--- src/rtl/core/gld_pkg.sv ---
// Shared constants, codes and helpers for the grid local maximum detector.
// Used by grid_local_maximum_detect and gld_out_fifo; depends on nothing.
package gld_pkg;

    localparam int COUNT_WIDTH = 11;
    localparam int COUNT_MAX = 2047;
    localparam logic [COUNT_WIDTH-1:0] COUNT_RESET = 11'd3;

    localparam int CFG_INDEX_WIDTH = 2;
    localparam logic [CFG_INDEX_WIDTH-1:0] REG_ROW_COUNT = 2'd0;
    localparam logic [CFG_INDEX_WIDTH-1:0] REG_COLUMN_COUNT = 2'd1;

    localparam logic KIND_PEAK = 1'b0;
    localparam logic KIND_NONE = 1'b1;

    localparam int OUT_DEPTH = 4;
    localparam int OUT_PTR_WIDTH = 2;
    localparam int OUT_LEVEL_WIDTH = 3;

    function automatic logic [COUNT_WIDTH-1:0] clamp_count(
        input logic [COUNT_WIDTH-1:0] value,
        input logic [COUNT_WIDTH-1:0] limit
    );
        logic [COUNT_WIDTH-1:0] result;
        if (value == '0) begin
            result = COUNT_WIDTH'(1);
        end else if (value > limit) begin
            result = limit;
        end else begin
            result = value;
        end
        return result;
    endfunction

endpackage

--- src/rtl/core/gld_out_fifo.sv ---
// Small result queue that decouples the compare stage from the output side.
// Depends on gld_pkg for its depth and pointer widths.
module gld_out_fifo #(
    parameter int W = 55
) (
    input  logic                                aclk,
    input  logic                                aresetn,
    input  logic                                push,
    input  logic [W-1:0]                        push_data,
    output logic                                out_valid,
    input  logic                                out_ready,
    output logic [W-1:0]                        out_data,
    output logic [gld_pkg::OUT_LEVEL_WIDTH-1:0] level
);

    logic [W-1:0] entry_reg [gld_pkg::OUT_DEPTH];
    logic [gld_pkg::OUT_PTR_WIDTH-1:0]   wr_ptr_reg, wr_ptr_next;
    logic [gld_pkg::OUT_PTR_WIDTH-1:0]   rd_ptr_reg, rd_ptr_next;
    logic [gld_pkg::OUT_LEVEL_WIDTH-1:0] count_reg, count_next;
    logic pop;

    assign out_valid = (count_reg != '0);
    assign out_data = entry_reg[rd_ptr_reg];
    assign level = count_reg;
    assign pop = out_valid && out_ready;

    always_comb begin
        wr_ptr_next = push ? wr_ptr_reg + 1'b1 : wr_ptr_reg;
        rd_ptr_next = pop ? rd_ptr_reg + 1'b1 : rd_ptr_reg;
        count_next = count_reg;
        if (push && !pop) begin
            count_next = count_reg + 1'b1;
        end else if (pop && !push) begin
            count_next = count_reg - 1'b1;
        end
    end

    always_ff @(posedge aclk) begin
        if (push) begin
            entry_reg[wr_ptr_reg] <= push_data;
        end
    end

    always_ff @(posedge aclk) begin
        if (!aresetn) begin
            wr_ptr_reg <= '0;
            rd_ptr_reg <= '0;
            count_reg <= '0;
        end else begin
            wr_ptr_reg <= wr_ptr_next;
            rd_ptr_reg <= rd_ptr_next;
            count_reg <= count_next;
        end
    end

endmodule
--- config.mk ---
export PLATFORM = sky130hd
export DESIGN_NAME = gld_out_fifo
export DESIGN_NICKNAME = d
export VERILOG_FILES = /design/src/rtl/core/gld_pkg.sv /design/src/rtl/core/gld_out_fifo.sv
export SDC_FILE = /design/constraint.sdc
export NUM_CORES = 1
export LEC_CHECK = 0
export BUFFER_PORTS_ARGS = -buffer_cell sky130_fd_sc_hd__buf_2
export CAP_MARGIN = 10
export CORE_MARGIN = 2
export CORE_UTILIZATION = 43
export DETAILED_ROUTE_END_ITERATION = 8
export GPL_TIMING_DRIVEN = 0
export PLACE_DENSITY = 0.69
export SLEW_MARGIN = 30
export SYNTH_ARGS = -nofsm -noshare
export SYNTH_HDL_FRONTEND = slang
export SYNTH_SLANG_ARGS = --single-unit
--- constraint.sdc ---
create_clock -name aclk -period 3.17 [get_ports aclk]
set_input_delay 0.317 -clock aclk [delete_from_list [all_inputs] [get_ports aclk]]
set_output_delay 0.317 -clock aclk [all_outputs]
set_load 0.005 [all_outputs]
After elaboration in Yosys (flattened, before gate mapping). Memories as Yosys holds them, arrays and structs flattened. A register that Yosys moved wholly into a read port is not among the register bits. Index checks and enable logic that the tools add are counted.

Word-level logic and storage cells: 21. Flip-flop bits (word level): 7. Memory bits (read-only): 0. RAM bits: 220. Memories: 1. Bits in latches: 0.

Memories: entry_reg (depth 4, bits a word 55, rd ports 1, clocked after Yosys merged registers in 1, wr ports 1, RTL line gld_out_fifo.sv:16) `logic [W-1:0] entry_reg [gld_pkg::OUT_DEPTH];`.

Shift operators: 0. Equality and inequality tests: 0. Divide/modulo/power cells: 0. Reductions and logical operators: 7. $lt $le $gt $ge: 0. Bitwise logic cells: 0. $mul: 0. Add/sub/neg operators: 4. Muxes and demuxes: 6.

Operator list (count): $mux 3 (2); $add 2x1->2 const B (2); $mux 2 (2); $add 3x1->3 const B (1); $logic_and 1x1->1 (3); $reduce_bool 3->1 (1); $sub 3x1->3 const B (1); $logic_not 1->1 (2); $mux 1 (2); $reduce_bool 2->1 (1).

Depth between registers and ports, before layout.
Depth after elaboration: 5. Gate-level depth with buffers: 7.

Least setup slack after synthesis. Ideal clock, no wire load.

Kind: register to register. Start: register wr_ptr_reg[0] (netlist name). End: memory entry_reg[2][0], enable pin. Period minus slack after synthesis: 2263 ps. Data required time: 2752 ps. Setup slack: 907 ps. Stages on the path, launching flop included: 4. Arrival: 1845 ps. Cells stage by stage: dfxtp_1 inv_1 ha_1 and2_1.

RTL lines: from (decl) (RTL line gld_out_fifo.sv:17) `logic [gld_pkg::OUT_PTR_WIDTH-1:0] wr_ptr_reg, wr_ptr_next;`; from (signal assigned) (RTL line gld_out_fifo.sv:50) `wr_ptr_reg <= wr_ptr_next;`; to (decl) (RTL line gld_out_fifo.sv:16).

Straight into the memory's write port.

==> impl_metrics.py <==
metrics = {
    "status": {
        "status": "complete, no violations",
    },
    "cts": {
        "clock_latency_ns": 0.49,
        "path_clk_slew_ns": 0.06,
        "post_cts_resized": 0,
        "clockRootBuffer": "clkbuf_16",
        "clockBufferDepth": 3,
        "cts_tree": "yes",
        "cts.sinks": 229,
        "cts-hold-fix-buffers": 0,
        "cts_setup_buffers": 0,
        "htreeDepth": 1,
        "numCtsBuffers": 23,
    },
    "route": {
        "drt-pass1-iter-count": 4,
        "vias": 3784,
        "first_iter_violations": 208,
        "drc": 0,
        "detail-route-antenna-nets": 0,
        "wl_per_cell_um": 19.63,
        "routed_wirelength_um": 14840,
        "vias_per_cell": 5.005,
    },
    "setup_path": {
        "cp_max_fo": 10,
        "r2r.worst_path.cells": 7,
        "path_delay_family": "buffers and inverters",
        "critPathMaxStageDelay_ns": 0.37,
        "ff2ff_setup_slack_ns": 1.01,
        "crit_type": "reg -> out",
        "cp.depth": 4,
        "path_cells": "clkbuf_2, buf_2, mux4_2, buf_2",
        "slowest_stage": "mux4_2",
        "cp.arrival_ns": 1.89,
        "crit_top_cell": "buf_2",
        "crit_path_end_kind": "primary output",
        "cp_num_buf_inv": 3,
        "r2r-start": "level[1]",
        "required_ns": 2.85,
        "start_kind": "flop",
        "r2r-end": "level[2]",
    },
    "layout": {
        "largest_register_ffs": 220,
        "n_antenna_cell": 0,
        "drive_above_1_share_pct": 44.20,
        "syn_to_final_growth_pct": 19.94,
        "post-route-util_pct": 52.30,
        "finalNetCount": 540,
    },
    "synthesis": {
        "yosysWarnings": 0,
        "ys_seq_elements": 229,
        "synth_most_common_cell": "edfxtp_1",
        "synth_commonest_cells": "edfxtp_1 (220), mux4_2 (50), and2_1 (9), dfxtp_1 (9)",
        "synth_top_cell_area_share_pct": 78.11,
        "synth_edf_count": 220,
        "syn_nets": 394,
        "netlist_instances": 329,
        "synth_cell_types": 21,
        "ys.flop_type": "edfxtp_1",
        "yosysTopAreaCell": "edfxtp_1",
        "avgSynthCellArea_um2": 25.71,
        "ys_seq_area_share_pct": 80.24,
        "synthArstFlopShare_pct": 0,
        "synth_area_leaders": "edfxtp_1 (78%), mux4_2 (13%), dfxtp_1 (2.1%)",
        "syn_area_um2": 8458,
    },
    "hold_path": {
        "hold_path_end": "entry_reg[0][45]",
        "hold_path_class": "in -> reg",
        "hold_path.startpoint": "push_data[45]",
        "hold-path-cell-count": 1,
    },
    "grt": {
        "grt_pass1_vias": 4102,
        "grt_usage_pct": 14.27,
        "antenna_found_initial": 0,
        "grt_pass1_wl_um": 22130,
        "gr-total-overflow": 0,
        "grt_max_degree": 34,
    },
    "sta": {
        "period_minus_slack_ns": 2.209,
        "rsz0062_at_grt": "no",
        "clock_skew_ns": 0.005988,
        "drv_slew": 0,
        "period_share_pct": 69.68,
        "worst_pin_slew_ns": 0.5616,
        "slew_headroom_pct": 62.56,
        "finalSetupViolations": 0,
        "fmax_ghz": 0.4527,
        "hold_viol_final": 0,
    },
    "floorplan": {
        "fp.coreArea_um2": 19400,
        "die_h_um": 144.3,
        "start_util_pct": 43.60,
        "die_x_um": 144.3,
        "ios": 118,
        "dieArea_um2": 20810,
        "rows": 51,
    },
    "pwr": {
        "total_leakage_power_uw": 0.003443,
        "powerDensity_nw_per_um2": 751.4,
        "fin_total_pwr_uw": 7623,
        "ir_drop_v": 0.0004750,
    },
    "flow_run": {
        "cap_violations": 0,
    },
    "placed_design": {
        "dpl.hpwl_um": 9027,
        "port_buffers": 117,
        "globalplace.congestion": 0.6521,
    },
}
## per-stage QoR
stage | cells | worst slack, ns | hold WS, ns | TNS (ns) | cell area [µm²]
after global routing | 756 | 0.8227 | 0.02107 | 0 | 10140
after floorplan | 329 | 0.9069 | 0.4159 | 0 | 8458
final | 756 | 0.9610 | 0.03982 | 0 | 10140
after global placement | 711 | -0.1340 | 0.5171 | -27.07 | 9375
after CTS | 756 | 0.8913 | 0.01463 | 0 | 10140
after detailed placement | 715 | 1.007 | 0.5349 | 0 | 9465
## logic make-up after synthesis
logic type | count (synthesis) | share of synthesized area [%]
DFF | 229 | 80.24
muxes | 57 | 15.10
buffers and inverters | 15 | 1.805
and+or+nand+nor | 13 | 0.9614
adders and majority gates | 6 | 0.9763
xor gates and xnor gates | 5 | 0.5178
AOI/OAI and AO/OA | 4 | 0.3994
## cell usage in the layout (no fill, tap or decap), drive strengths merged
master / synthesis / layout
clkinv: 0 / 9
o31ai: 1 / 1
bufinv: 0 / 1
inv: 3 / 4
buf: 11 / 132
a21boi: 1 / 1
xor2: 2 / 2
and2: 9 / 9
fa: 1 / 1
or3: 2 / 2
xnor2: 3 / 3
ha: 5 / 5
nor2b: 2 / 2
dfxtp: 9 / 9
o21ai: 1 / 1
mux4: 55 / 55
o311ai: 1 / 1
edfxtp: 220 / 220
mux2i: 2 / 2
clkbuf: 1 / 31
## per-layer routing
| layer | share of wire (%) | vias to the layer above | global-route usage (%) |
|---|---|---|---|
| li1 | - | 1692 | - |
| met1 | 41 | 1966 | 17.94 |
| met2 | 52 | 101 | 24.96 |
| met3 | 5.6 | 25 | 3.344 |
| met4 | 1.7 | 0 | 4.037 |
| met5 | 0 | - | 0 |
## how the worst max path moves through the flow
stage / startpoint / endpoint / slack [ns]
global placement: wr_ptr_reg[0] / entry_reg[2][39] / -0.13
floorplan: wr_ptr_reg[0] / entry_reg[2][0] / 0.91
detailed placement: level[1] / level[2] / 1.01
finish: flop / out_data[25] / 0.96
CTS: flop / out_data[28] / 0.89
global route: flop / out_data[14] / 0.82
## power breakdown
group | total (µW) | internal (µW) | leakage, µW | switching [µW]
combinational | 1610 | 913 | 0.00101 | 699
clock | 2460 | 1420 | 0.000334 | 1040
sequential | 3550 | 3490 | 0.00209 | 60.2
## worst register-to-register path: cells and delay by family, from the launching register on
| family | cells | cell delay [ns] |
|---|---|---|
| fa+ha+maj | 2 | 0.65 |
| simple gates | 1 | 0.31 |
| compound gates | 2 | 0.50 |
| xor+xnor | 1 | 0.19 |
| flops | 1 | 0.37 |
| buf+inv | 1 | 0.07 |
## final cells by class
cell class	count	area (µm²)
Fill cell	1547	9254
Sequential cell	229	6787
Multi-Input combinational cell	85	1529
Timing Repair Buffer	121	665.6
Clock buffer	30	601.8
Tap cell	265	331.6
Buffer	12	141.4
Clock inverter	11	77.57
Inverter	3	11.26
Note: power is estimated with default switching activity, not from simulation.
